[src/ssn_pkg.sv]
package ssn_pkg;
  localparam int unsigned NUM_DIMS = 6;
  localparam int unsigned W = 34;

  typedef enum logic [1:0] {
    ST_OK   = 2'd0,
    ST_ZERO = 2'd1,
    ST_DIR  = 2'd2
  } status_t;

  // request travelling down the cell row: remainder division state plus results
  typedef struct packed {
    logic            div_en;
    logic [W-1:0]    rem;
    logic [W-1:0]    quo;
    logic [W-1:0]    num;
    logic [31:0]     dvs;
    logic            len_div;
    logic signed [W-1:0] len;
    logic signed [W-1:0] s;
    logic signed [W-1:0] e;
    // reverse offset numerator, last - e, may be negative
    logic signed [W-1:0] onum;
    logic [31:0]     step;
    logic            rev;
    logic            fix;
    status_t         status;
  } cell_t;
endpackage

[src/ssn_back.sv]
// merge stage register between the length row and the offset row
module ssn_back (
  input  logic            clk,
  input  logic            adv,
  input  ssn_pkg::cell_t  cell_in,
  output ssn_pkg::cell_t  cell_r
);
  import ssn_pkg::*;

  cell_t cell_nxt;

  always_comb begin
    cell_nxt = cell_in;
    if (cell_in.len_div) begin
      cell_nxt.len = cell_in.quo;
    end
  end

  always_ff @(posedge clk) begin
    if (adv) cell_r <= cell_nxt;
  end
endmodule

[config.mk]
export PLATFORM = sky130hd
export DESIGN_NAME = ssn_back
export DESIGN_NICKNAME = d
export VERILOG_FILES = /design/src/ssn_pkg.sv /design/src/ssn_back.sv
export SDC_FILE = /design/constraint.sdc
export NUM_CORES = 1
export LEC_CHECK = 0
export BUFFER_PORTS_ARGS = -buffer_cell sky130_fd_sc_hd__buf_2
export CAP_MARGIN = 20
export CORE_AREA = 3 3 243 245
export DETAILED_ROUTE_END_ITERATION = 6
export DIE_AREA = 0 0 246 248
export GPL_TIMING_DRIVEN = 0
export HOLD_SLACK_MARGIN = 0.06
export MAX_ROUTING_LAYER = met4
export SETUP_SLACK_MARGIN = 0.3
export SYNTH_ARGS = -nofsm -noshare
export SYNTH_HDL_FRONTEND = slang
export SYNTH_SLANG_ARGS = --single-unit
export TNS_END_PERCENT = 20
[constraint.sdc]
create_clock -name clk -period 1.3 [get_ports clk]
set_input_delay 0.13 -clock clk [delete_from_list [all_inputs] [get_ports clk]]
set_output_delay 0.13 -clock clk [all_outputs]
set_load 0.01 [all_outputs]
After elaboration in Yosys (flattened, before gate mapping)
Index checks and enable logic that the tools add are counted.
{"block": "classes", "div_mod_pow": 0, "mul": 0, "n_mux": 1, "add_sub_neg": 0, "n_bitwise": 0, "n_reduce_logical": 0, "n_lt_le_gt_ge": 0, "shift": 0, "n_eq_ne": 0}
{"op": "$mux W34", "n": 1}
{"block": "totals", "mem_bits_rw": 0, "latchBits": 0, "n_memories": 0, "register_bits": 308, "rom_bits": 0}

Depth between registers and ports, before layout
{"block": "depth", "word_depth": 1, "mapped_depth": 3}

Worst setup path after synthesis
No wires, ideal clock.
{"block": "synth_timing", "kind": "input -> register", "start": "input cell_in[172] (netlist name)", "end": "register cell_r[139] (netlist name) (data pin)", "setup_time_ps": 260, "required_time_ps": 1040, "t_arrival_ps": 682, "stages": 3, "n_path_buf": 2, "setup_slack_ps": 357, "path_cell_list": "buf_6 -> buf_12 -> mux2_4"}
{"item": "from (decl)", "line": "ssn_back.sv:5", "rtl": "input ssn_pkg::cell_t cell_in,"}
{"item": "to (signal assigned)", "line": "ssn_back.sv:20", "rtl": "if (adv) cell_r <= cell_nxt;"}
{"item": "to (decl)", "line": "ssn_back.sv:6", "rtl": "output ssn_pkg::cell_t cell_r"}

Worst setup path after layout
{"block": "layout_timing", "start": "register cell_r[268] (netlist name)", "end": "output cell_r[268] (netlist name)"}
No word-level cell between the ends.

==> impl_metrics.json <==
{
  "status": "finished with violations",
  "violations": "negative setup slack",
  "path_cells": "buf_6",
  "start_kind": "flop",
  "first_pass_iters": 4,
  "holdWs_ns": 0.00135,
  "min_period_ns": 1.31,
  "fillers": 5509,
  "hold_viol": 0,
  "overflow": 0,
  "io_buffers": 617,
  "antenna_found_initial": 6,
  "synth_flop_cell": "edfxtp_1",
  "crit_family": "flip-flops",
  "fp.dieW_um": 246,
  "drt-initial-drc-count": 307,
  "vdd_drop_max_uv": 1030,
  "via_per_inst": 3.50,
  "grt_max_degree": 129,
  "syn_inst": 346,
  "wire_per_inst_um": 17.0,
  "cp.arrival_ns": 1.18,
  "syn_nets": 656,
  "yosys_warnings": 0,
  "tightest_slew_ns": 0.770,
  "synth_edf_count": 308,
  "htree_levels": 2,
  "nets": 1622,
  "ys_seq_elements": 308,
  "dr_total_vias": 7374,
  "post_cts_buffers": 0,
  "yosysMostFrequentCell": "edfxtp_1",
  "root_buffer": "clkbuf_16",
  "holdCritPathClass": "primary input to flop",
  "regMostFlops": "cell_r",
  "cap_violations": 0,
  "cts_tree": "yes",
  "place_ws_ns": -0.230,
  "syn2layout_area_growth_pct": 91.8,
  "cts_made_buffers": 36,
  "yosysSeqAreaShare_pct": 94.2,
  "synth_top_area_cell": "edfxtp_1",
  "p_leak_nw": 7.83,
  "dp_hpwl_um": 23800,
  "synth_area_mm2": 0.00982,
  "synth.top_cell.area_share_pct": 94.2,
  "max_clock_freq_mhz": 766,
  "ys_async_sr_fraction_pct": 0,
  "synth_cell_types": 5,
  "grt_usage_pct": 11.1,
  "drive_gt1_share_pct": 52.8,
  "hold_buffers": 309,
  "final_antenna_net_count": 0,
  "path_buf_inv": 1,
  "clockBufferDepth": 3,
  "setup_ws_ns": -0.00523,
  "drt_drc_violations_left": 0,
  "setup_viol_count_final": 1,
  "wl_um": 35800,
  "initial_core_util_pct": 17.1,
  "cts.sinks": 308,
  "die_h_um": 248,
  "cpMaxStageDelayCell": "edfxtp_1",
  "cp-end-kind": "output pin",
  "cts.clk_slew.worst_paths_ns": 0.07,
  "relSlewSlack_pct": 48.7,
  "dieArea_mm2": 0.0610,
  "drv_slew": 0,
  "rsz0062_at_grt": "yes",
  "netlist_top_cells_count": "edfxtp_1 (308), mux2_4 (30), mux2_2 (4)",
  "largest_reg_flops": 308,
  "gp_congestion": 0.790,
  "cpPeakStageDelay_ns": 0.45,
  "top_regs": "cell_r: 308 flops",
  "critPathRequiredTime_ns": 1.17,
  "rows": 88,
  "grt_pass1_wl_um": 48800,
  "period_share_pct": 100,
  "core-area_mm2": 0.0574,
  "io_pins": 618,
  "ys_top_cells_by_area": "edfxtp_1 (94%), mux2_4 (4.6%), buf_12 (0.61%), mux2_2 (0.46%), buf_6 (0.11%)",
  "grt_pass1_vias": 7991,
  "synth.avg_cell_area_um2": 28.4,
  "worstPathMaxFanout": 1,
  "critPathKind": "flop to output pin",
  "p_per_area_mw_per_mm2": 1320
}
-- placed cells by master, fill, tap and decap left out, drive strengths merged --
master / synthesis / final
buf: 4 / 623
bufinv: 0 / 1
clkinvlp: 0 / 2
diode: 0 / 6
inv: 0 / 2
mux2: 34 / 34
clkinv: 0 / 18
dlygate4sd3: 0 / 308
dlymetal6s4s: 0 / 1
clkbuf: 0 / 39
edfxtp: 308 / 308
-- path summary, 6_finish.rpt --
path / cells past startpoint / slack (ns) / startpoint / to
worst min-delay path: 1 / 0.001 / adv / cell_r[252]
worst max-delay path: 1 / -0.005 / cell_r[268] / cell_r[268]
-- metal layers --
layer,vias to the layer above,global-route usage (%),routed length (um)
li1,3364,-,-
met1,3527,11.4,12600
met2,411,19.2,18500
met3,72,3.94,3510
met4,0,4.65,1160
met5,-,-,0
-- kinds of logic (layout without fill, tap and decap cells) --
kind of cell | after synthesis | in the layout | synth area share (%)
other | 0 | 6 | 0
buffers and inverters | 4 | 994 | 0.727
flip-flops | 308 | 308 | 94.2
multiplexers | 34 | 34 | 5.05
-- power breakdown --
| part | switching, mW | total (mW) | internal, mW |
|---|---|---|---|
| logic | 1.41 | 3.31 | 1.90 |
| registers | 0.304 | 12.2 | 11.8 |
| clock network | 4.01 | 9.39 | 5.38 |
-- final cells by class --
type,count,area [um2],area share [%]
Antenna cell,6,15.0,0.0798
Buffer,4,71.3,0.379
Clock buffer,39,933,4.96
Clock inverter,23,146,0.778
Multi-Input combinational cell,34,495,2.63
Sequential cell,308,9250,49.1
Tap cell,765,957,5.09
Timing Repair Buffer,928,6950,36.9
-- what timing repair did --
item / CTS / global route
endpoints found under the hold margin: 361 / 53
resized for setup: 106 / 44
setup endpoints to repair: 308 / 454
-- per-stage QoR --
| step | instances | util, % | TNS (ns) | power [mW] | instance area (um2) |
|---|---|---|---|---|---|
| after global routing | 2107 | 32.8 | -0.0904 | 25.9 | 18800 |
| after global placement | 1728 | 24.2 | -1273.76 | 14.5 | 13900 |
| after floorplan | 346 | - | 0 | 12.9 | 9820 |
| after CTS | 2101 | 32.3 | -0.178 | 25.1 | 18500 |
| after detailed placement | 1730 | 24.3 | -47.23 | 14.5 | 13900 |
| final | 2107 | 32.8 | -0.00523 | 24.9 | 18800 |
Power figures use the tool's default switching activity.
