--- src/ssn_pkg.sv ---
package ssn_pkg;
  localparam int unsigned NUM_DIMS = 6;
  localparam int unsigned W = 34;

  typedef enum logic [1:0] {
    ST_OK   = 2'd0,
    ST_ZERO = 2'd1,
    ST_DIR  = 2'd2
  } status_t;

  // request travelling down the cell row: remainder division state plus results
  typedef struct packed {
    logic            div_en;
    logic [W-1:0]    rem;
    logic [W-1:0]    quo;
    logic [W-1:0]    num;
    logic [31:0]     dvs;
    logic            len_div;
    logic signed [W-1:0] len;
    logic signed [W-1:0] s;
    logic signed [W-1:0] e;
    // reverse offset numerator, last - e, may be negative
    logic signed [W-1:0] onum;
    logic [31:0]     step;
    logic            rev;
    logic            fix;
    status_t         status;
  } cell_t;
endpackage

--- src/ssn_front.sv ---
// front stage: index normalization, picks what the division must do
module ssn_front (
  input  logic                 clk,
  input  logic                 adv,
  input  logic [2:0]           axis_number,
  input  logic signed [31:0]   start_idx,
  input  logic signed [31:0]   end_idx,
  input  logic signed [31:0]   stride_value,
  input  logic                 infer_unknown,
  input  logic signed [31:0]   dim_size [6],
  input  logic [5:0]           squeeze_mask,
  output ssn_pkg::cell_t       cell_r
);
  import ssn_pkg::*;

  cell_t cell_nxt;

  always_comb begin
    logic signed [W-1:0] d, s0, e0, st, a, c, lo, hi, ab, s, e, last;
    logic in_mask, sq, neg, known;
    cell_nxt = '0;
    if (axis_number < 3'(NUM_DIMS)) begin
      d = W'(dim_size[axis_number]);
      in_mask = squeeze_mask[axis_number];
    end else begin
      d = -W'(1);
      in_mask = 1'b0;
    end
    s0 = W'(start_idx);
    e0 = W'(end_idx);
    st = W'(stride_value);
    neg = st < 0;
    known = d >= 0;
    sq = (s0 == -1) && (e0 == 0) && infer_unknown && in_mask;
    ab = neg ? -st : st;
    // python style wrap of start and end
    a = s0;
    if (a < 0) begin
      a = a + d;
      if (a < 0) a = '0;
    end
    c = e0;
    if (c < 0 && !(c == -1 && neg)) begin
      c = c + d;
      if (c < 0) c = '0;
    end
    s = a;
    e = sq ? (neg ? a - 1 : a + 1) : c;
    if (neg) begin
      a = a + 1;
      c = c + 1;
    end
    lo = (a < c) ? a : c;
    if (lo < 0) lo = '0;
    hi = (a > c) ? a : c;
    if (hi > d) hi = d;
    last = (d - 1 < s) ? d - 1 : s;
    cell_nxt.dvs = ab[31:0];
    cell_nxt.s = s;
    cell_nxt.e = e;
    cell_nxt.step = ab[31:0];
    cell_nxt.rev = neg;
    if (!sq && st == 0) begin
      cell_nxt.status = ST_ZERO;
      cell_nxt.s = '0;
      cell_nxt.e = '0;
      cell_nxt.step = '0;
      cell_nxt.rev = 1'b0;
    end else if (!known) begin
      cell_nxt.len = sq ? W'(1) : d;
      cell_nxt.s = '0;
      cell_nxt.e = W'(1);
      cell_nxt.step = 32'd1;
      cell_nxt.rev = 1'b0;
    end else if (!sq && ((neg && a < c) || (!neg && a > c))) begin
      cell_nxt.status = ST_DIR;
      cell_nxt.s = '0;
      cell_nxt.e = '0;
      cell_nxt.step = '0;
      cell_nxt.rev = 1'b0;
    end else begin
      cell_nxt.len = sq ? W'(1) : '0;
      cell_nxt.len_div = !sq && (hi > lo);
      // reverse offset uses (last - e) rem step, length uses ceil((hi-lo)/step)
      cell_nxt.fix = neg && (s > e);
      cell_nxt.onum = last - e;
      if (cell_nxt.len_div) begin
        cell_nxt.div_en = 1'b1;
        cell_nxt.num = hi - lo + ab - 1;
      end
    end
  end

  always_ff @(posedge clk) begin
    if (adv) cell_r <= cell_nxt;
  end
endmodule

--- config.mk ---
export PLATFORM = sky130hd
export DESIGN_NAME = ssn_front
export DESIGN_NICKNAME = d
export VERILOG_FILES = /design/src/ssn_pkg.sv /design/src/ssn_front.sv
export SDC_FILE = /design/constraint.sdc
export NUM_CORES = 1
export LEC_CHECK = 0
export BUFFER_PORTS_ARGS = -buffer_cell sky130_fd_sc_hd__buf_4
export CORE_MARGIN = 2
export CORE_UTILIZATION = 39
export DETAILED_ROUTE_END_ITERATION = 12
export PLACE_DENSITY = 0.58
export SYNTH_ARGS = -nofsm -noshare
export SYNTH_HDL_FRONTEND = slang
export SYNTH_SLANG_ARGS = --single-unit
--- constraint.sdc ---
create_clock -name clk -period 25 [get_ports clk]
set_input_delay 2.5 -clock clk [delete_from_list [all_inputs] [get_ports clk]]
set_output_delay 2.5 -clock clk [all_outputs]
set_load 0.05 [all_outputs]
# Word level (Yosys, flattened, before mapping)
# Cells that the tools add are included.
[word_totals]
register_bits = 240
output_inout_bits = 308
latchBits = 0
mem_count = 0
mem_bits_rw = 0
romBits = 0
[op_classes]
bitwise_logic = 3
mux = 31
eq_ne = 2
n_shift = 0
multipliers = 0
add_sub_neg = 11
n_reduce_logical = 20
div_mod_pow = 0
n_lt_le_gt_ge = 16
[op_table]
columns = ["operator", "n"]
rows = [
  ["34-bit 2-to-1 mux", 16],
  ["34-bit greater-than comparator", 4],
  ["34-bit by 1-bit < comparator with 1-bit output (second input constant)", 3],
  ["102-bit 2-to-1 mux", 1],
  ["34-bit by 2-bit subtractor with 34-bit output (second input constant)", 3],
  ["32-bit binary-select mux with 3-bit select", 1],
  ["32-bit by 1-bit < comparator with 1-bit output (second input constant)", 3],
  ["32-bit by 34-bit adder with 34-bit output", 2],
  ["34-bit by 2-bit adder with 34-bit output (second input constant)", 2],
  ["34-bit zero test", 2],
  ["34-bit < comparator", 2],
  ["68-bit 2-to-1 mux", 1],
  ["34-bit subtractor", 2],
  ["32-bit by 1-bit == test with 1-bit output (second input constant)", 2],
  ["32-bit 2-to-1 mux", 2],
  ["34-bit adder", 1],
  ["34-bit by 1-bit greater-or-equal comparator with 1-bit output (second input constant)", 1],
  ["32-bit negation with 34-bit output", 1],
  ["1-bit logical AND", 11],
  ["1-bit 2-to-1 mux", 6],
  ["2-bit 2-to-1 mux", 3],
  ["4-bit greater-or-equal comparator (second input constant)", 1],
  ["3-bit by 4-bit < comparator with 1-bit output (second input constant)", 1],
  ["3-bit NOT with 4-bit output", 1],
  ["other kinds (8)", 11],
]

# Longest topological paths before layout
# Gate-level depths: netlist of run 1.
[depth]
depth_word = 19
depth_mapped = 78
mapped_depth_nobuf = 68

# Least setup slack after synthesis of run 1
# OpenSTA, ideal clock, no wires.
[synth_timing]
path_kind = "input to register"
start = "input axis_number[0]"
end = "register cell_r[235] (netlist bit) (data pin)"
n_path_buf = 16
t_arrival_ps = 18270
stages = 77
path_slack_ps = 6464
setup_time_ps = 266
path_cell_list = "buf_4 -> buf_4 -> buf_2 -> buf_2 -> buf_2 -> buf_2 -> buf_1 -> mux4_2 -> o22ai_1 -> inv_1 -> ha_1 -> clkbuf_1 -> nand4_1 -> o21bai_1 -> a221oi_1 -> a21o_2 -> buf_6 -> buf_2 -> [41 not listed] -> mux2i_1 -> fa_1 -> inv_1 -> ha_1 -> a21oi_1 -> o21bai_1 -> a21o_1 -> nor2_1 -> o21ai_0 -> o311ai_0 -> a31oi_1 -> a211o_1 -> a21o_1 -> a211oi_1 -> o21bai_1 -> a21oi_1 -> xor2_1 -> nor2_1"
[synth_via]
elab_chain_cells = 19
word_cells_on_any_way = 45
classes_between = "add/sub (7); order compare (9); mux (17); bitwise (3); reduce/logical (9)"
[synth_lines]
columns = ["element", "line_no", "source"]
rows = [
  ["start, declared", "ssn_front.sv:5", "input logic [2:0] axis_number,"],
  ["branches (longest 19 deep; another with 32-bit by 34-bit adder with 34-bit output)", "n/a", ""],
  ["end signal, assigned", "ssn_front.sv:95", "if (adv) cell_r <= cell_nxt;"],
  ["end, declared", "ssn_front.sv:12", "output ssn_pkg::cell_t cell_r"],
]
# Parallel ways; which one is timed is not known. The select of a mux whose other input is x is not followed.
# A chain may end at the register's enable or synchronous reset.

# Worst setup path after layout of run 1
# Same ends and word-level chain as after synthesis.

==> results of run 1 <==
[routing by layer]
layer  GRT usage, %  share of wire (%)  up-vias
met5              0              0.045        -
met4           10.7                3.8        8
met3           4.64                7.8      173
met2           48.5                 45     1218
met1           41.4                 43    13100
li1               -                  -    12900
[cells in the final DEF (no fill, tap or decap), types with 11 or more instances in the layout]
cell type and count:
nor2_1 357, mux2_2 73, clkbuf_16 27, o21a_1 29
and2_1 27, a31oi_1 28, o22ai_1 20, clkinv_1 11
mux4_2 33, nor3_1 75, a21o_1 89, o31ai_1 20
or3_1 23, ha_1 294, nand2_1 194, inv_1 244
o211ai_1 17, a21oi_1 202, xor2_1 80, xnor2_1 163
fa_1 37, a22oi_1 24, nand4_1 80, mux2i_1 51
and3_1 28, edfxtp_1 236, buf_4 599, nand3_1 78
nor2b_1 43, or2_2 12, o21ai_0 150, a211oi_1 29
or4_1 14, o21bai_1 17, nor4_1 35, conb_1 73
nand2b_1 24
[kinds of logic (layout without fill, tap and decap cells)]
kind of cell | Yosys count | after routing
AOI/OAI and AO/OA | 784 | 784
xor gates and xnor gates | 243 | 243
adders and majority gates | 334 | 334
buffers and inverters | 438 | 900
DFF | 236 | 236
muxes | 160 | 160
other | 2 | 75
and+or+nand+nor | 1050 | 1050
[area by class of cell]
| class | count | area [um2] | share of cell area (%) |
|---|---|---|---|
| multi-input combinational | 2644 | 19400 | 57.2 |
| sequential | 236 | 7090 | 20.8 |
| timing repair buffer | 600 | 4510 | 13.3 |
| tap | 950 | 1190 | 3.49 |
| inverter | 252 | 946 | 2.78 |
| clock buffer | 31 | 691 | 2.03 |
| clock inverter | 17 | 136 | 0.401 |
| antenna | 2 | 5.00 | 0.0147 |
[power by group]
group          switching, W  total [W]  leakage, nW  internal [W]
Sequential        0.0000153   0.000517         2.27      0.000502
Combinational       0.00115    0.00183         12.1      0.000683
Clock              0.000164   0.000381        0.413      0.000217
[how the worst max path moves through the flow]
stage                                end  slack (ns)
3_3_place_gp   cell_r[235]$_SDFFCE_PP0P_        4.64
5_1_grt        cell_r[235]$_SDFFCE_PP0P_        2.80
2_1_floorplan  cell_r[235]$_SDFFCE_PP0P_        6.46
3_5_place_dp   cell_r[235]$_SDFFCE_PP0P_        4.31
4_1_cts        cell_r[235]$_SDFFCE_PP0P_        4.82
6_report       cell_r[235]$_SDFFCE_PP0P_        4.46
[critical path, delay by kind of cell]
family	cells	cell delay [ns]
buf+inv	10	2.39
compound gates	35	9.50
xor+xnor	2	0.44
simple gates	13	2.88
fa+ha+maj	6	1.73
mux	3	1.29
[stage by stage]
stage | util, % | hold WS [ns] | power [W] | std cells
after global routing | 47.5 | 2.31 | 0.00294 | 4730
after floorplan | - | 2.60 | 0.00184 | 3318
after global placement | 46.3 | 2.89 | 0.00233 | 4682
after detailed placement | 46.3 | 2.89 | 0.00233 | 4682
final | 47.5 | 2.31 | 0.00273 | 4732
after CTS | 47.5 | 2.29 | 0.00272 | 4730
==> metrics, run 1 <==
status=finished, final reports clean; final cycle utilization of the critical path=82.2%; Ys Warns=0; TritonCTS buffer count=27; die height=273 um; final hold vios=0; Largest regs=cell_r x236; vias in the first global route=26000; Max Freq=48.7 MHz; Die Wd=273 um; max incr delay on CP=0.88 ns; Hold Path Stages=3; drt total wl=118000 um; largest net degree at the start of global routing=105; Worst slew margin=18.9%; most used flip-flop cell after synthesis=edfxtp_1; Final Instance Area=0.0340 mm2; CTS tree=done; Final TNS setup=0 ns; syn_area_per_cell=8.69 um2; DRC viols=0; Synth-to-Final Area Change=20.6%; post-synth design cell area=0.0282 mm2; DRT Pass-1 Iters=5; Post-synth ARST share=0%; max reg flops=236; hold path start=stride_value[16]; Filler Cell Count=7173; Congestion Overflow GR=0; Yosys top cell area share=25.1%; die area=0.0745 mm2; Clock Path Buffers=3; count leader, synth=nor2_1; post-synthesis xor/xnor area fraction=7.54%; DR iter-0 viols=2491; largest family of logic cells by synthesized area=compound AO/OA/AOI/OAI gates; CTS resizes=0; vias per cell=5.77; Synth area leaders=edfxtp_1, ha_1, xnor2_1; layout cell share with drive strength beyond 1=21.2%; H-tree Lvls=1; root buf cell=clkbuf_16; Period minus WS final=20.54 ns; worst-margin pin slew=1.20 ns; Nets=4393; initial antenna violation count=6; Leakage=14.8 nW; Worst VDD drop=69.2 uV; Cells after Synth=3247; Worst-path clk slew=0.06 ns; port bufs=538; Post-DP HPWL=97200 um; critical path peak fanout=44; library cells used by synthesis=105; Post-CTS Hold Buffers=0; cell taking the most area after synthesis=edfxtp_1; RSZ-0062 raised after global routing=false; Crit-path slowest cell=nor4b_1; Setup WS post-layout=4.46 ns; core area=0.0716 mm2; critical path type=in2reg; post-DR wirelength/cell=24.8 um; Synth Area in Compound Gates=18.6%; CTS sink cnt=236; maxcap violations=0; mux cell area share after synthesis=7.52%; initial core utilization=39.4%; Core Rows=98; Top reg by flops=cell_r; Setup WS pre-CTS=4.31 ns; Req. time, crit path=25.30 ns; Data arrival, critical path=20.84 ns; Final Max Tran Viols=0; CP Launch Type=input port; EDFF count, synth=236; vias=27300; Min-Delay Path Class=in2reg; post-route ant nets=0; synthesized flop and latch total=236; Ports=608; crit path capture type=flip-flop; synth cell count leaders=nor2_1, ha_1, inv_1; P per Cell Area=80.3 mW/mm2; Hold Path End=cell_r[189]$_DFFE_PP_; CP startpoint=axis_number[0]; gr usage total=30.3%; placed cell areas=0.0332 mm2; Adder-Cell Fraction of Synth Area=15.8%; Worst path most repeated cell=a21oi_1; Setup violations, final=0; sequential fraction of the synthesis area=25.1%; Final GP Congestion=0.998; Post-CTS Setup Bufs=0; Post-Synth Simple-Gate Area=18.5%; first-pass GRT wire length=169000 um
No activity file was read; power rests on OpenSTA's default activity.
==> inputs of run 2 (changes only) <==
--- a/config.mk
+++ b/config.mk
@@ -5,11 +5,12 @@
 export SDC_FILE = /design/constraint.sdc
 export NUM_CORES = 1
 export LEC_CHECK = 0
+export ABC_AREA = 1
 export BUFFER_PORTS_ARGS = -buffer_cell sky130_fd_sc_hd__buf_4
 export CORE_MARGIN = 2
 export CORE_UTILIZATION = 39
 export DETAILED_ROUTE_END_ITERATION = 12
-export PLACE_DENSITY = 0.58
+export PLACE_DENSITY = 0.6
 export SYNTH_ARGS = -nofsm -noshare
 export SYNTH_HDL_FRONTEND = slang
 export SYNTH_SLANG_ARGS = --single-unit
==> constraint.sdc (replaced) <==
create_clock -name clk -period 16.7 [get_ports clk]
set_input_delay 1.67 -clock clk [delete_from_list [all_inputs] [get_ports clk]]
set_output_delay 1.67 -clock clk [all_outputs]
set_load 0.05 [all_outputs]
==> metrics, run 2 <==
library cells used by synthesis=76 (-28%); Clock power frac=14.0% (about the same); Final TNS setup=0 ns (unchanged); post-synthesis xor/xnor area fraction=5.52% (-2.0 points); DRC viols=0 (unchanged); Crit-path slowest cell=a211oi_1; CP Launch Type=input port; worst-margin pin slew=1.12 ns (-0.0777 ns); Setup violations, final=0 (unchanged); final hold vios=0 (unchanged); sw frac=51.7% (+3.1 points); status=finished, final reports clean; maxcap violations=0 (unchanged); Congestion Overflow GR=0 (unchanged); Post-Synth Simple-Gate Area=28.1% (+9.6 points); commonest non-fill, non-tap cell in the layout=nand2_1; Synth area leaders=edfxtp_1, ha_1, nand2_1; largest net degree at the start of global routing=114 (+8.6%); Worst path most repeated cell=nand2_1; count leader, synth=nand2_1; DRT Pass-1 Iters=6 (+1); die area=0.0783 mm2 (+5.1%); Min Hold Slack=1.42 ns (-0.884 ns); final cycle utilization of the critical path=92.3%; initial antenna violation count=5 (-1); Post-synth ARST share=0% (unchanged); RSZ-0062 raised after global routing=false; hold path start=stride_value[23]; Data arrival, critical path=15.75 ns (-5.09 ns); DR iter-0 viols=2921 (+17%); first-pass GRT wire length=192000 um (+14%); Filler Cell Count=7856 (+9.5%); Min-Delay Path Class=in2reg; most used flip-flop cell after synthesis=edfxtp_1; Cells after Synth=4235 (+30%); die height=280 um (+2.5%); mux cell area share after synthesis=0% (-7.5 points); H-tree Lvls=1 (unchanged); Die Wd=280 um (+2.5%); Leakage=16.8 nW (+13%); post-route ant nets=0 (unchanged); CP Buf/Inv Count=12 (+2); Hold Path End=cell_r[196]$_DFFE_PP_; synth cell count leaders=nand2_1, inv_1, nor2_1; FF+latch area=0.00709 mm2 (unchanged); initial core utilization=39.2% (-0.19 points); drt total wl=132000 um (+12%); vias in the first global route=30100 (+16%); EDFF count, synth=236 (unchanged); CTS sink cnt=236 (unchanged); Post-CTS Hold Buffers=0 (unchanged); layout cell share with drive strength beyond 1=18.2% (-3.1 points); Max Freq=64.9 MHz; Nets=5396 (+23%); Core Rows=101 (+3.1%); Synth-to-Final Area Change=20.2%; Hold Path Stages=2 (-1); root buf cell=clkbuf_16; gr usage total=32.7% (+2.4 points); max incr delay on CP=0.54 ns (-0.34 ns); sequential fraction of the synthesis area=23.9% (-1.2 points); Post-DP HPWL=110000 um (+13%); Worst VDD drop=72.9 uV (+5.3%); Top delay family on crit path=simple AND/OR/NAND/NOR gates; critical path type=in2reg; vias per cell=5.48 (-5.0%); Worst slew margin=24.3% (+5.4 points); vias=31600 (+16%); Period minus WS final=15.42 ns; P_int=0.00211 W (+51%); Synth Area in Compound Gates=16.7% (-1.8 points); P per Cell Area=122 mW/mm2 (+53%); net switching power=0.00226 W (+70%); core area=0.0757 mm2 (+5.7%); Multi-input gate area=0.0197 mm2 (+1.2%); Req. time, crit path=17.03 ns (-8.27 ns); Top reg by flops=cell_r; Adder-Cell Fraction of Synth Area=14.9% (-0.85 points); synthesized flop and latch total=236 (unchanged); Ports=608 (unchanged); TritonCTS buffer count=26 (-3.7%); crit path capture type=flip-flop; Ys Warns=0 (unchanged); post-DR wirelength/cell=22.9 um (-8.0%); largest family of logic cells by synthesized area=simple AND/OR/NAND/NOR gates; critical path peak fanout=49 (+11%); Comb pwr share=68.3% (+1.2 points); Worst-path clk slew=0.06 ns (about the same); port bufs=538 (unchanged); syn_area_per_cell=7.01 um2 (-19%); post-synth design cell area=0.0297 mm2 (+5.2%); CTS tree=done; Largest regs=cell_r x236; most frequent cells in the layout=nand2_1, buf_4, inv_1; Final GP Congestion=1.04 (+4.1%); Final Max Tran Viols=0 (unchanged); cell taking the most area after synthesis=edfxtp_1; Clock Path Buffers=3 (unchanged); sequential power share=17.7% (-1.2 points); Yosys top cell area share=23.9% (-1.2 points); max reg flops=236 (unchanged); WP depth=84 (+22%)
-- run 2: worst max path at each step --
| stage | from | end | slack, ns |
|---|---|---|---|
| floorplan | axis_number[0] | cell_r[235]$_SDFFCE_PP0P_ | 3.27 |
| global placement | axis_number[0] | cell_r[236]$_SDFFCE_PP0P_ | 0.48 |
| detailed placement | axis_number[0] | cell_r[236]$_SDFFCE_PP0P_ | 0.43 |
| CTS | axis_number[0] | cell_r[236]$_SDFFCE_PP0P_ | 1.01 |
| global route | axis_number[0] | cell_r[237]$_SDFFCE_PP0P_ | 0.004 |
| finish | axis_number[0] | cell_r[236]$_SDFFCE_PP0P_ | 1.28 |
-- run 2: stage by stage --
stage	cell area [um2]	instances	setup WS, ns	total power [W]	utilization, %
after detailed placement	34700	5708	0.429	0.00373	45.8
after global routing	35700	5763	0.00400	0.00474	47.1
after floorplan	30000	4306	3.27	0.00291	-
final	35700	5765	1.28	0.00437	47.1
after global placement	34700	5708	0.477	0.00372	45.8
after CTS	35600	5755	1.01	0.00436	47.0
-- run 2: timing repair --
action	in CTS	in global routing
setup endpoints to repair	0	34
resized for setup	0	15
setup buffers	0	6
-- run 2: metal layers --
| metal | vias to the layer above | global-route usage [%] | part of all wire (%) |
|---|---|---|---|
| met2 | 1337 | 55.0 | 46 |
| li1 | 15200 | - | - |
| met1 | 14800 | 42.2 | 42 |
| met5 | - | 0 | 0.0099 |
| met3 | 260 | 3.56 | 6.7 |
| met4 | 2 | 14.9 | 5.4 |
-- run 2: cell families after synthesis --
| family | after synthesis |
|---|---|
| AOI/OAI and AO/OA | 828 |
| xor gates and xnor gates | 187 |
| adders and majority gates | 332 |
| buffers and inverters | 747 |
| DFF | 236 |
| other | 2 |
| and+or+nand+nor | 1903 |
-- run 2: area by class of cell --
class                           count  share of cell area, %
Antenna cell                        4                 0.0280
Clock buffer                       28                   1.84
Clock inverter                     19                  0.666
Inverter                          553                   5.84
Multi-Input combinational cell   3323                   55.2
Sequential cell                   236                   19.9
Tap cell                          978                   3.43
Timing Repair Buffer              624                   13.2
-- run 2: power by group through the flow --
stage	combinational, W	clock [W]	sequential [W]
after floorplan	0.00188	0	0.00103
after global placement	0.00294	0	0.000788
after detailed placement	0.00295	0	0.000789
after CTS	0.00296	0.000622	0.000777
after global routing	0.00332	0.000643	0.000782
final	0.00298	0.000612	0.000775
