[config.mk]
export PLATFORM = sky130hd
export DESIGN_NAME = ssn_div_cell
export DESIGN_NICKNAME = d
export VERILOG_FILES = /design/src/ssn_pkg.sv /design/src/ssn_div_cell.sv
export SDC_FILE = /design/constraint.sdc
export NUM_CORES = 1
export LEC_CHECK = 0
export BUFFER_PORTS_ARGS = -buffer_cell sky130_fd_sc_hd__buf_2
export CORE_AREA = 5 5 240 242
export DETAILED_ROUTE_END_ITERATION = 6
export DIE_AREA = 0 0 245 247
export PLACE_DENSITY = 0.53
export SETUP_SLACK_MARGIN = 0.05
export SLEW_MARGIN = 20
export SYNTH_ARGS = -nofsm -noshare
export SYNTH_HDL_FRONTEND = slang
export SYNTH_SLANG_ARGS = --single-unit
export TNS_END_PERCENT = 30
[constraint.sdc]
create_clock -name clk -period 2.7 [get_ports clk]
set_input_delay 0.675 -clock clk [delete_from_list [all_inputs] [get_ports clk]]
set_output_delay 0.675 -clock clk [all_outputs]
set_load 0.01 [all_outputs]
[src/ssn_pkg.sv]
package ssn_pkg;
  localparam int unsigned NUM_DIMS = 6;
  localparam int unsigned W = 34;

  typedef enum logic [1:0] {
    ST_OK   = 2'd0,
    ST_ZERO = 2'd1,
    ST_DIR  = 2'd2
  } status_t;

  // request travelling down the cell row: remainder division state plus results
  typedef struct packed {
    logic            div_en;
    logic [W-1:0]    rem;
    logic [W-1:0]    quo;
    logic [W-1:0]    num;
    logic [31:0]     dvs;
    logic            len_div;
    logic signed [W-1:0] len;
    logic signed [W-1:0] s;
    logic signed [W-1:0] e;
    // reverse offset numerator, last - e, may be negative
    logic signed [W-1:0] onum;
    logic [31:0]     step;
    logic            rev;
    logic            fix;
    status_t         status;
  } cell_t;
endpackage

[src/ssn_div_cell.sv]
// one restoring division step per cell
module ssn_div_cell #(
  parameter int unsigned BIT = 0
) (
  input  logic            clk,
  input  logic            adv,
  input  ssn_pkg::cell_t  cell_in,
  output ssn_pkg::cell_t  cell_r
);
  import ssn_pkg::*;

  cell_t cell_nxt;

  always_comb begin
    logic [W:0] trial;
    cell_nxt = cell_in;
    trial = {cell_in.rem, cell_in.num[BIT]};
    if (cell_in.div_en) begin
      if (trial >= {3'b0, cell_in.dvs}) begin
        cell_nxt.rem = W'(trial - {3'b0, cell_in.dvs});
        cell_nxt.quo[BIT] = 1'b1;
      end else begin
        cell_nxt.rem = W'(trial);
      end
    end
  end

  always_ff @(posedge clk) begin
    if (adv) cell_r <= cell_nxt;
  end
endmodule

Word level (Yosys, flattened, before mapping) --
Index checks and enable logic that the tools add are counted.
Cells by class: magnitude comparators 1, mux-type cells 4, add/sub/neg operators 1
Operators with widths (count):
- 34-bit two-way mux | 2
- 35-bit by 32-bit >= comparator with 1-bit output | 1
- 34-bit by 32-bit subtractor with 34-bit output | 1
- 1-bit two-way mux | 2
Storage, ports and cells: word-level logic and storage cells 20, bits in registers 308, output and inout bits 308

Longest topological paths before layout --
Gate-level depths: netlist (run 1).
depth in word-level cells 3, mapped depth 13, mapped depth without buffers 12

Worst setup path after synthesis (run 1) --
No wires, ideal clock.
path type input-to-reg, from in cell_in[205] (netlist bit), to reg cell_r[301] (netlist bit), data pin, arrival time 2679 ps, buffers on the path 0, library setup time 257 ps, cell stages on the path 12, slack -237 ps, data required time 2443 ps, cells stage by stage inv_1 -> ha_1 -> fa_1 -> inv_1 -> a21oi_1 -> o221a_2 -> a211oi_1 -> o31ai_1 -> o311ai_0 -> xor2_1 -> nand2_1 -> a21oi_1
RTL lines:
- from (decl) | RTL line ssn_div_cell.sv:7 | input ssn_pkg::cell_t cell_in,
- to (signal assigned) | RTL line ssn_div_cell.sv:29 | if (adv) cell_r <= cell_nxt;
- to (decl) | RTL line ssn_div_cell.sv:8 | output ssn_pkg::cell_t cell_r

==> run_results.csv, run 1 <==
group,metric,value,unit
run_status,status,"complete, but fails checks",
run_status,violations,"negative setup slack",
sta,fin_crit_sh,101,%
pwr,worst_ir_drop_vdd,386,µV
sta,worst_slack,-0.0164,ns
layout,drive_gt1_share,59.9,%
sta,hold_violations,0,
critical_path,critPathCaptureType,"register",
synth,synthArstFlopShare,0,%
synth,synth_edf_count,308,
global_routing,grt-ovfl-total,0,
critical_path,crit_slowest_cell,"o41a_1",
synth,yosys.area_share.adder,3.53,%
synth,synth_top_area_share,77.7,%
synth,synthSimpleGateAreaFrac,5.52,%
sta,layout_min_cycle_time,2.72,ns
drt,ant_nets,0,
synth,ys_types,55,
global_routing,grt_pass1_wl,71.0,mm
synth,synth_nets,1067,
layout,fin_util,34.9,%
pwr,p_leak,0.00831,µW
synth,synth_xor_area_share,2.13,%
layout,regMostFlops,"cell_r",
critical_path,crit_top_cell,"buf_6",
synth,ys.flop_type,"edfxtp_1",
synth,yosysMostFrequentCell,"edfxtp_1",
critical_path,cp_max_fo,3,
critical_path,crit_path_start_kind,"primary input",
clock_tree,path_clk_slew,0.06,ns
sta,worstMarginPinSlew,0.527,ns
drt,vias_per_cell,4.17,
sta,whs,0.308,ns
worst_hold_path,min_path_type,"in -> reg",
floorplan,core_region_area,54900,µm²
layout,reg.largest.list,"cell_r x308",
worst_hold_path,hold_start,"cell_in[1]",
synth,synth_top_family_by_area,"compound AO/OA/AOI/OAI gates",
clock_tree,htreeDepth,2,
drt,dr.pass1.iters,5,
floorplan,dieArea,60500,µm²
critical_path,critPathTopFamily,"compound AO/OA/AOI/OAI gates",
global_routing,antenna_found_initial,37,
placement,port_buffers,617,
critical_path,cp_data_required_time,3.11,ns
drt,route.detailed.drc,0,
clock_tree,cts_buffers,39,
drt,num_vias,9519,
sta,max_clock_freq,368,MHz
synth,seq_area_frac_synth,77.7,%
clock_tree,cts-root-buf,"clkbuf_16",
synth,synth.area.top_cells,"edfxtp_1 78%, ha_1 3.4%, a21oi_1 3.1%, nor2_1 1.5%, inv_1 1.4%",
placement,gp_congestion,0.845,
placement,hpwl,43.4,mm
critical_path,crit_arrival,3.13,ns
sta,relSlewSlack,64.8,%
sta,setup_viol,3,
critical_path,cp_cell_sequence,"buf_2, ha_4, nand2b_4, a211oi_4, o21ai_4, o211ai_4, a21boi_4, buf_6, o41a_1, buf_6, or3_1, mux2i_1, a211o_1",
layout,syn_to_final_growth,60.8,%
floorplan,rows,86,
synth,syn_area,11900,µm²
layout,fin_nets,1882,
floorplan,fp.dieW,245,µm
floorplan,die_h,247,µm
synth,synth_compound_gate_area_share,7.62,%
global_routing,first_global_vias,9775,
critical_path,cp_slowest_stage_delay,0.36,ns
synth,synth.top_cells.by_count,"308 x edfxtp_1, 74 x a21oi_1, 49 x nor2_1, 43 x inv_1",
clock_tree,cts_sinks,308,
layout,largest_reg_flops,308,
critical_path,path_depth,13,
clock_tree,tritoncts,"built",
critical_path,startpoint,"cell_in[273]",
critical_path,crit_buf_inv,3,
placement,place_ws,-0.840,ns
pwr,pwr_density_cell,690,nW/µm²
critical_path,path_class,"in -> reg",
synth,syn_inst,724,
synth,synthMuxAreaShare,1.35,%
synth,yosys.area.top_type,"edfxtp_1",
floorplan,start_util,21.7,%
worst_hold_path,whs_path_depth,1,
sta,grt_setup_unrepaired,"true",
drt,wl_per_cell,23.4,µm
floorplan,ios,618,
synth,ys_warn_count,0,
global_routing,grt_max_degree,65,
drt,drt_iter0_drc,536,
synth,ys_ff_latch,308,
synth,avgSynthCellArea,16.4,µm²
clock_tree,cts_max_path_buffers,3,
job,maxCapViolations,0,
sta,slew_viol_final,0,
drt,wl,53.3,mm
clock_tree,ctsHoldBuffers,0,
global_routing,grt_use_total,16.3,%
[final timing paths]
kind                          end  slack (ns)
worst max-delay path  cell_r[294]       -0.02
worst min-delay path    cell_r[1]        0.31
[logic make-up after synthesis]
family | after synthesis
AO/OA/AOI/OAI | 144
XOR/XNOR | 29
adder cells (fa/ha/maj) | 33
buffers and inverters | 60
flip-flops | 308
multiplexers | 16
AND/OR/NAND/NOR | 134
[per-layer routing]
layer  track usage [%]  share of wire [%]  up-vias
met2              30.1                 53      376
met5                 0               0.61        -
met1              16.5                 34     4552
met3              6.99                9.0      137
li1                  -                  -     4404
met4              5.73                3.8       50
[area by class of cell]
| type | instances | area, µm² |
|---|---|---|
| timing repair buffer | 791 | 4620 |
| inverter | 43 | 189 |
| multi-input combinational | 356 | 2910 |
| clock buffer | 44 | 1020 |
| tap | 704 | 881 |
| antenna | 8 | 20.0 |
| fill | 5445 | 35700 |
| sequential | 308 | 9250 |
| clock inverter | 27 | 254 |
[placed cells by master (no fill, tap or decap), drive strengths merged, types with 9 or more instances in the layout]
master  instances
o21ai          24
inv            47
clkbuf         45
a21o            9
ha             32
xnor2          17
xor2           12
edfxtp        308
mux2i          16
buf           790
nor2           50
nand2          34
clkinv         15
nand3           9
a21oi          75
[per-stage QoR]
step	power (µW)	setup TNS, ns	cells	cell area, µm²
after floorplan	6740	-0.811	724	12300
after global placement	8050	-24.26	2187	17400
after detailed placement	8060	-25.20	2187	17400
after CTS	13400	-0.0148	2260	18800
after global routing	13800	-0.434	2273	19100
final	13200	-0.0294	2281	19100
[what timing repair did]
item                       in CTS  in global routing
resized for setup               8                 57
setup endpoints to repair      35                 25
gates cloned                    0                  1
buffers inserted                2                 12
pin swaps                       7                 19
[power breakdown]
group          internal, µW  switching [µW]
sequential             5730             119
clock                  3030            2150
combinational           985            1190
Note: power is estimated with default switching activity, not from simulation.
==> run 2: changes to the inputs <==
--- a/config.mk
+++ b/config.mk
@@ -5,11 +5,12 @@
 export SDC_FILE = /design/constraint.sdc
 export NUM_CORES = 1
 export LEC_CHECK = 0
+export ABC_AREA = 1
 export BUFFER_PORTS_ARGS = -buffer_cell sky130_fd_sc_hd__buf_2
-export CORE_AREA = 5 5 240 242
+export CORE_AREA = 5 5 237 239
 export DETAILED_ROUTE_END_ITERATION = 6
-export DIE_AREA = 0 0 245 247
-export PLACE_DENSITY = 0.53
+export DIE_AREA = 0 0 242 244
+export PLACE_DENSITY = 0.56
 export SETUP_SLACK_MARGIN = 0.05
 export SLEW_MARGIN = 20
 export SYNTH_ARGS = -nofsm -noshare
==> run_results.csv, run 2 <==
group,metric,value,unit
pwr,pwr_density_cell,695,nW/µm²
drt,ant_nets,0,
layout,regMostFlops,"cell_r",
placement,gp_congestion,0.965,
pwr,worst_ir_drop_vdd,397,µV
clock_tree,post_cts_buffers,0,
global_routing,grt_max_degree,69,
placement,place_ws,-0.286,ns
floorplan,dieArea,59000,µm²
synth,ys_ff_latch,308,
sta,tns,0,ns
critical_path,cp_data_required_time,3.00,ns
clock_tree,cts_max_path_buffers,3,
clock_tree,path_clk_slew,0.06,ns
sta,relSlewSlack,70.0,%
drt,dr.pass1.iters,5,
layout,final_common_cell,"buf_2",
clock_tree,cts-root-buf,"clkbuf_16",
sta,slew_viol_final,0,
worst_hold_path,hold_path_end,"cell_r[53]",
layout,syn_to_final_growth,48.3,%
clock_tree,cts_sinks,308,
synth,syn_area,13000,µm²
run_status,status,"completed",
drt,wl_per_cell,25.2,µm
layout,fin_nets,2227,
critical_path,critPathCaptureType,"register",
layout,fillers,5450,
sta,max_clock_freq,415,MHz
synth,ys_warn_count,0,
floorplan,die_h,244,µm
synth,ys_types,38,
layout,reg.largest.list,"cell_r x308",
worst_hold_path,hold_start,"cell_in[53]",
sta,worstMarginPinSlew,0.450,ns
sta,worst_slack,0.289,ns
critical_path,crit_arrival,2.71,ns
layout,drive_gt1_share,44.9,%
global_routing,grt-ovfl-total,0,
synth,seq_area_frac_synth,70.9,%
critical_path,path_class,"in -> reg",
placement,port_buffers,617,
synth,synthArstFlopShare,0,%
critical_path,crit_path_start_kind,"primary input",
worst_hold_path,whs_path_depth,1,
layout,final_cell_mix,"616 x buf_2, 371 x nand2_1, 308 x edfxtp_1",
sta,setup_viol,0,
placement,postPlaceCellArea,18000,µm²
sta,layout_min_cycle_time,2.41,ns
synth,syn_inst,1102,
clock_tree,post_cts_resized,0,
layout,seq_area,9250,µm²
global_routing,first_global_vias,11600,
floorplan,rows,85,
clock_tree,ctsHoldBuffers,0,
synth,yosys.area.top_type,"edfxtp_1",
clock_tree,htreeDepth,2,
synth,synth_nets,1445,
synth,yosysMostFrequentCell,"nand2_1",
clock_tree,tritoncts,"built",
global_routing,grt_use_total,21.5,%
drt,num_vias,11200,
drt,vias_per_cell,4.28,
drt,route.detailed.drc,0,
sta,hold_violations,0,
critical_path,cp_max_fo,14,
synth,synth.top_cells.by_count,"371 x nand2_1, 308 x edfxtp_1, 152 x inv_1, 48 x nand3_1, 40 x nor2_1",
clock_tree,cts_buffers,40,
sta,whs,0.282,ns
global_routing,grt_pass1_wl,90.4,mm
layout,stdcell_count,2616,
layout,largest_reg_flops,308,
sta,grt_setup_unrepaired,"false",
floorplan,start_util,24.3,%
pwr,p_leak,0.00927,µW
drt,drt_iter0_drc,732,
synth,synth.area.top_cells,"edfxtp_1 71%, nand2_1 11%, inv_1 4.4%, ha_1 3.1%, nand3_1 1.8%",
synth,avgSynthCellArea,11.8,µm²
worst_hold_path,min_path_type,"in -> reg",
drt,wl,66.0,mm
synth,synth_top_area_share,70.9,%
synth,synth_edf_count,308,
synth,ys.flop_type,"edfxtp_1",
layout,fin_area,19400,µm²
sta,fin_crit_sh,89.3,%
job,maxCapViolations,0,
layout,multi_input_area,3080,µm²
floorplan,core_region_area,53600,µm²
floorplan,fp.dieW,242,µm
floorplan,ios,618,
placement,dpl.cell_count,2538,
placement,hpwl,54.7,mm
global_routing,antenna_found_initial,39,
==> run 2: cell count changes in the layout (fill, tap and decap cells not counted), sizes merged, moves of 16 or more <==
| cell | before | now |
|---|---|---|
| buf | 790 | 755 |
| mux2i | 16 | 0 |
| nand2 | 34 | 391 |
| o21ai | 24 | 4 |
| nand3 | 9 | 50 |
| nand3b | 0 | 31 |
| inv | 47 | 167 |
| a21oi | 75 | 22 |
==> run 2: cells by family after synthesis <==
group | share of synthesized area [%]
buffers and inverters | 5.49
adder cells (fa/ha/maj) | 3.22
XOR/XNOR | 1.01
AO/OA/AOI/OAI | 1.28
flip-flops | 70.9
AND/OR/NAND/NOR | 18.1
==> run 2: through the flow <==
stage	util, %	power, µW
2_1_floorplan	-	6780
3_3_place_gp	33.6	8230
3_5_place_dp	33.6	8220
4_1_cts	36.1	13700
5_1_grt	36.1	14100
6_report	36.1	13500
==> run 2: where the power goes <==
part | leakage [µW] | switching, µW | internal (µW)
Clock | 0.000633 | 2230 | 3140
Combinational | 0.00563 | 1350 | 888
Sequential | 0.00301 | 124 | 5720
Total | 0.00927 | 3700 | 9750
==> run 2: metal layers <==
metal	track usage, %	wire length (µm)	up-vias
li1	-	-	5236
met2	38.9	33900	461
met5	0	209	-
met4	5.39	1830	28
met1	24.1	24200	5384
met3	7.89	5900	99
==> run 2: worst max path at each step <==
stage	startpoint	end	slack, ns	cells past startpoint
finish	cell_in[290]	cell_r[282]	0.29	14
global route	cell_in[191]	cell_r[282]	0.16	15
CTS	cell_in[191]	cell_r[282]	0.31	15
detailed placement	cell_in[191]	cell_r[282]	-0.29	15
global placement	cell_in[290]	cell_r[298]	-0.31	14
floorplan	cell_in[203]	cell_r[287]	0.32	13
==> run 2: final cells by class <==
class                           instances  area share [%]
Tap cell                              696            4.50
Timing Repair Buffer                  755            21.8
Inverter                              163            3.16
Antenna cell                            5          0.0647
Sequential cell                       308            47.8
Clock buffer                           45            5.27
Multi-Input combinational cell        616            15.9
Clock inverter                         28            1.47
==> run 2: worst max-delay path: stages <==
cell and delay [ns]:
buf_2 0.13, ha_1 0.41, nand2_1 0.14, inv_2 0.08
nand2_2 0.07, nor2_2 0.23, nand4_2 0.18, nand3_2 0.15
nand3_4 0.11, nand2_8 0.19, buf_12 0.16, nand2_2 0.05
nand3_1 0.07, nand2_1 0.06
==> run 3: changes to the inputs <==
--- a/config.mk
+++ b/config.mk
@@ -7,10 +7,12 @@
 export LEC_CHECK = 0
 export ABC_AREA = 1
 export BUFFER_PORTS_ARGS = -buffer_cell sky130_fd_sc_hd__buf_2
-export CORE_AREA = 5 5 237 239
+export CELL_PAD_IN_SITES_DETAIL_PLACEMENT = 0
+export CELL_PAD_IN_SITES_GLOBAL_PLACEMENT = 1
+export CORE_AREA = 5 5 241 243
 export DETAILED_ROUTE_END_ITERATION = 6
-export DIE_AREA = 0 0 242 244
-export PLACE_DENSITY = 0.56
+export DIE_AREA = 0 0 246 248
+export PLACE_DENSITY = 0.67
 export SETUP_SLACK_MARGIN = 0.05
 export SLEW_MARGIN = 20
 export SYNTH_ARGS = -nofsm -noshare
==> run_results.csv, run 3 (synthesis results as in run 2) <==
group,metric,value,unit
run_status,status,"completed",
sta,tns,0,ns
critical_path,cp_slowest_stage_delay,0.44,ns
drt,num_vias,10900,
layout,seq_area,9250,µm²
global_routing,grt_use_total,18.6,%
layout,final_cell_mix,"616 x buf_2, 371 x nand2_1, 308 x edfxtp_1",
sta,worst_slack,0.364,ns
critical_path,cp_max_fo,3,
sta,hold_violations,0,
critical_path,crit_path_start_kind,"primary input",
floorplan,die_h,248,µm
critical_path,path_depth,14,
job,maxCapViolations,0,
critical_path,critPathCaptureType,"register",
pwr,pwr_density_cell,674,nW/µm²
layout,reg.largest.list,"cell_r x308",
placement,hpwl,50.6,mm
placement,dpl.cell_count,2590,
clock_tree,cts_max_path_buffers,3,
clock_tree,path_clk_slew,0.07,ns
layout,final_common_cell,"buf_2",
placement,gp_congestion,0.915,
floorplan,ios,618,
floorplan,dieArea,61000,µm²
worst_hold_path,whs_path_depth,1,
critical_path,cp_cell_sequence,"buf_2, inv_1, ha_1, fa_1, inv_1, nand2_1, nand3b_1, nand2_1, nand2_1, buf_4, xnor2_1, nand2_2, nand3_1, nand2_1",
clock_tree,cts-root-buf,"clkbuf_16",
pwr,p_leak,0.00919,µW
drt,drt_iter0_drc,612,
critical_path,path_class,"in -> reg",
placement,place_ws,-0.223,ns
worst_hold_path,min_path_type,"in -> reg",
global_routing,grt_pass1_wl,80.8,mm
clock_tree,ctsHoldBuffers,0,
clock_tree,cts_sinks,308,
clock_tree,cts_buffers,37,
clock_tree,post_cts_resized,0,
layout,fin_nets,2216,
sta,whs,0.307,ns
sta,worstMarginPinSlew,0.511,ns
global_routing,grt-ovfl-total,0,
clock_tree,tritoncts,"built",
drt,ant_nets,0,
critical_path,critPathTopFamily,"simple AND/OR/NAND/NOR gates",
global_routing,antenna_found_initial,38,
layout,regMostFlops,"cell_r",
critical_path,crit_top_cell,"nand2_1",
critical_path,crit_arrival,2.62,ns
clock_tree,post_cts_buffers,0,
drt,vias_per_cell,4.09,
critical_path,crit_slowest_cell,"fa_1",
layout,largest_reg_flops,308,
layout,multi_input_area,3080,µm²
sta,slew_viol_final,0,
sta,layout_min_cycle_time,2.34,ns
sta,grt_setup_unrepaired,"false",
sta,max_clock_freq,428,MHz
sta,fin_crit_sh,86.5,%
sta,setup_viol,0,
drt,dr.pass1.iters,5,
floorplan,rows,87,
placement,port_buffers,617,
drt,wl_per_cell,22.8,µm
sta,relSlewSlack,66.0,%
floorplan,start_util,23.4,%
layout,drive_gt1_share,44.5,%
global_routing,grt_max_degree,63,
layout,stdcell_count,2670,
pwr,worst_ir_drop_vdd,423,µV
floorplan,core_region_area,55700,µm²
drt,wl,60.9,mm
floorplan,fp.dieW,246,µm
critical_path,cp_data_required_time,2.98,ns
layout,fillers,5711,
layout,syn_to_final_growth,48.0,%
critical_path,crit_buf_inv,4,
drt,route.detailed.drc,0,
clock_tree,htreeDepth,2,
global_routing,first_global_vias,11100,
[run 3: cell types whose count changed in the layout (fill, tap and decap cells not counted), sizes merged]
| cell | change |
|---|---|
| buf | -8 |
| clkinvlp | -2 |
| clkbuf | -4 |
| diode | +8 |
| clkinv | -4 |
| inv | +4 |
[run 3: cell type report]
type | count | area share (%)
clock inverters | 26 | 1.36
well taps | 756 | 4.90
clock buffers | 41 | 4.87
diodes | 13 | 0.168
flip-flops and latches | 308 | 47.9
multi-input cells | 616 | 16.0
inverters | 163 | 3.17
repair buffers | 747 | 21.7
[run 3: worst paths after layout]
check                   startpoint  slack, ns     endpoint
worst max-delay path  cell_in[205]       0.36  cell_r[283]
worst min-delay path  cell_in[105]       0.31  cell_r[105]
[run 3: layer usage]
layer,global-route usage (%),part of all wire (%),vias to the layer above
met3,7.87,10,116
met4,6.91,3.5,30
met1,19.7,35,5148
li1,-,-,5221
met5,0,0.31,-
met2,33.2,51,399
[run 3: power breakdown]
part / switching, µW / internal (µW)
clock: 2080 / 2940
combinational: 1290 / 872
sequential: 114 / 5720
[run 3: through the flow]
| step | power (µW) | cell area, µm² | utilization, % |
|---|---|---|---|
| 6_report | 13000 | 19300 | 34.7 |
| 5_1_grt | 13600 | 19300 | 34.6 |
| 4_1_cts | 13200 | 19300 | 34.6 |
| 3_5_place_dp | 8140 | 18100 | 32.4 |
| 3_3_place_gp | 8140 | 18100 | 32.4 |
| 2_1_floorplan | 6780 | 13000 | - |
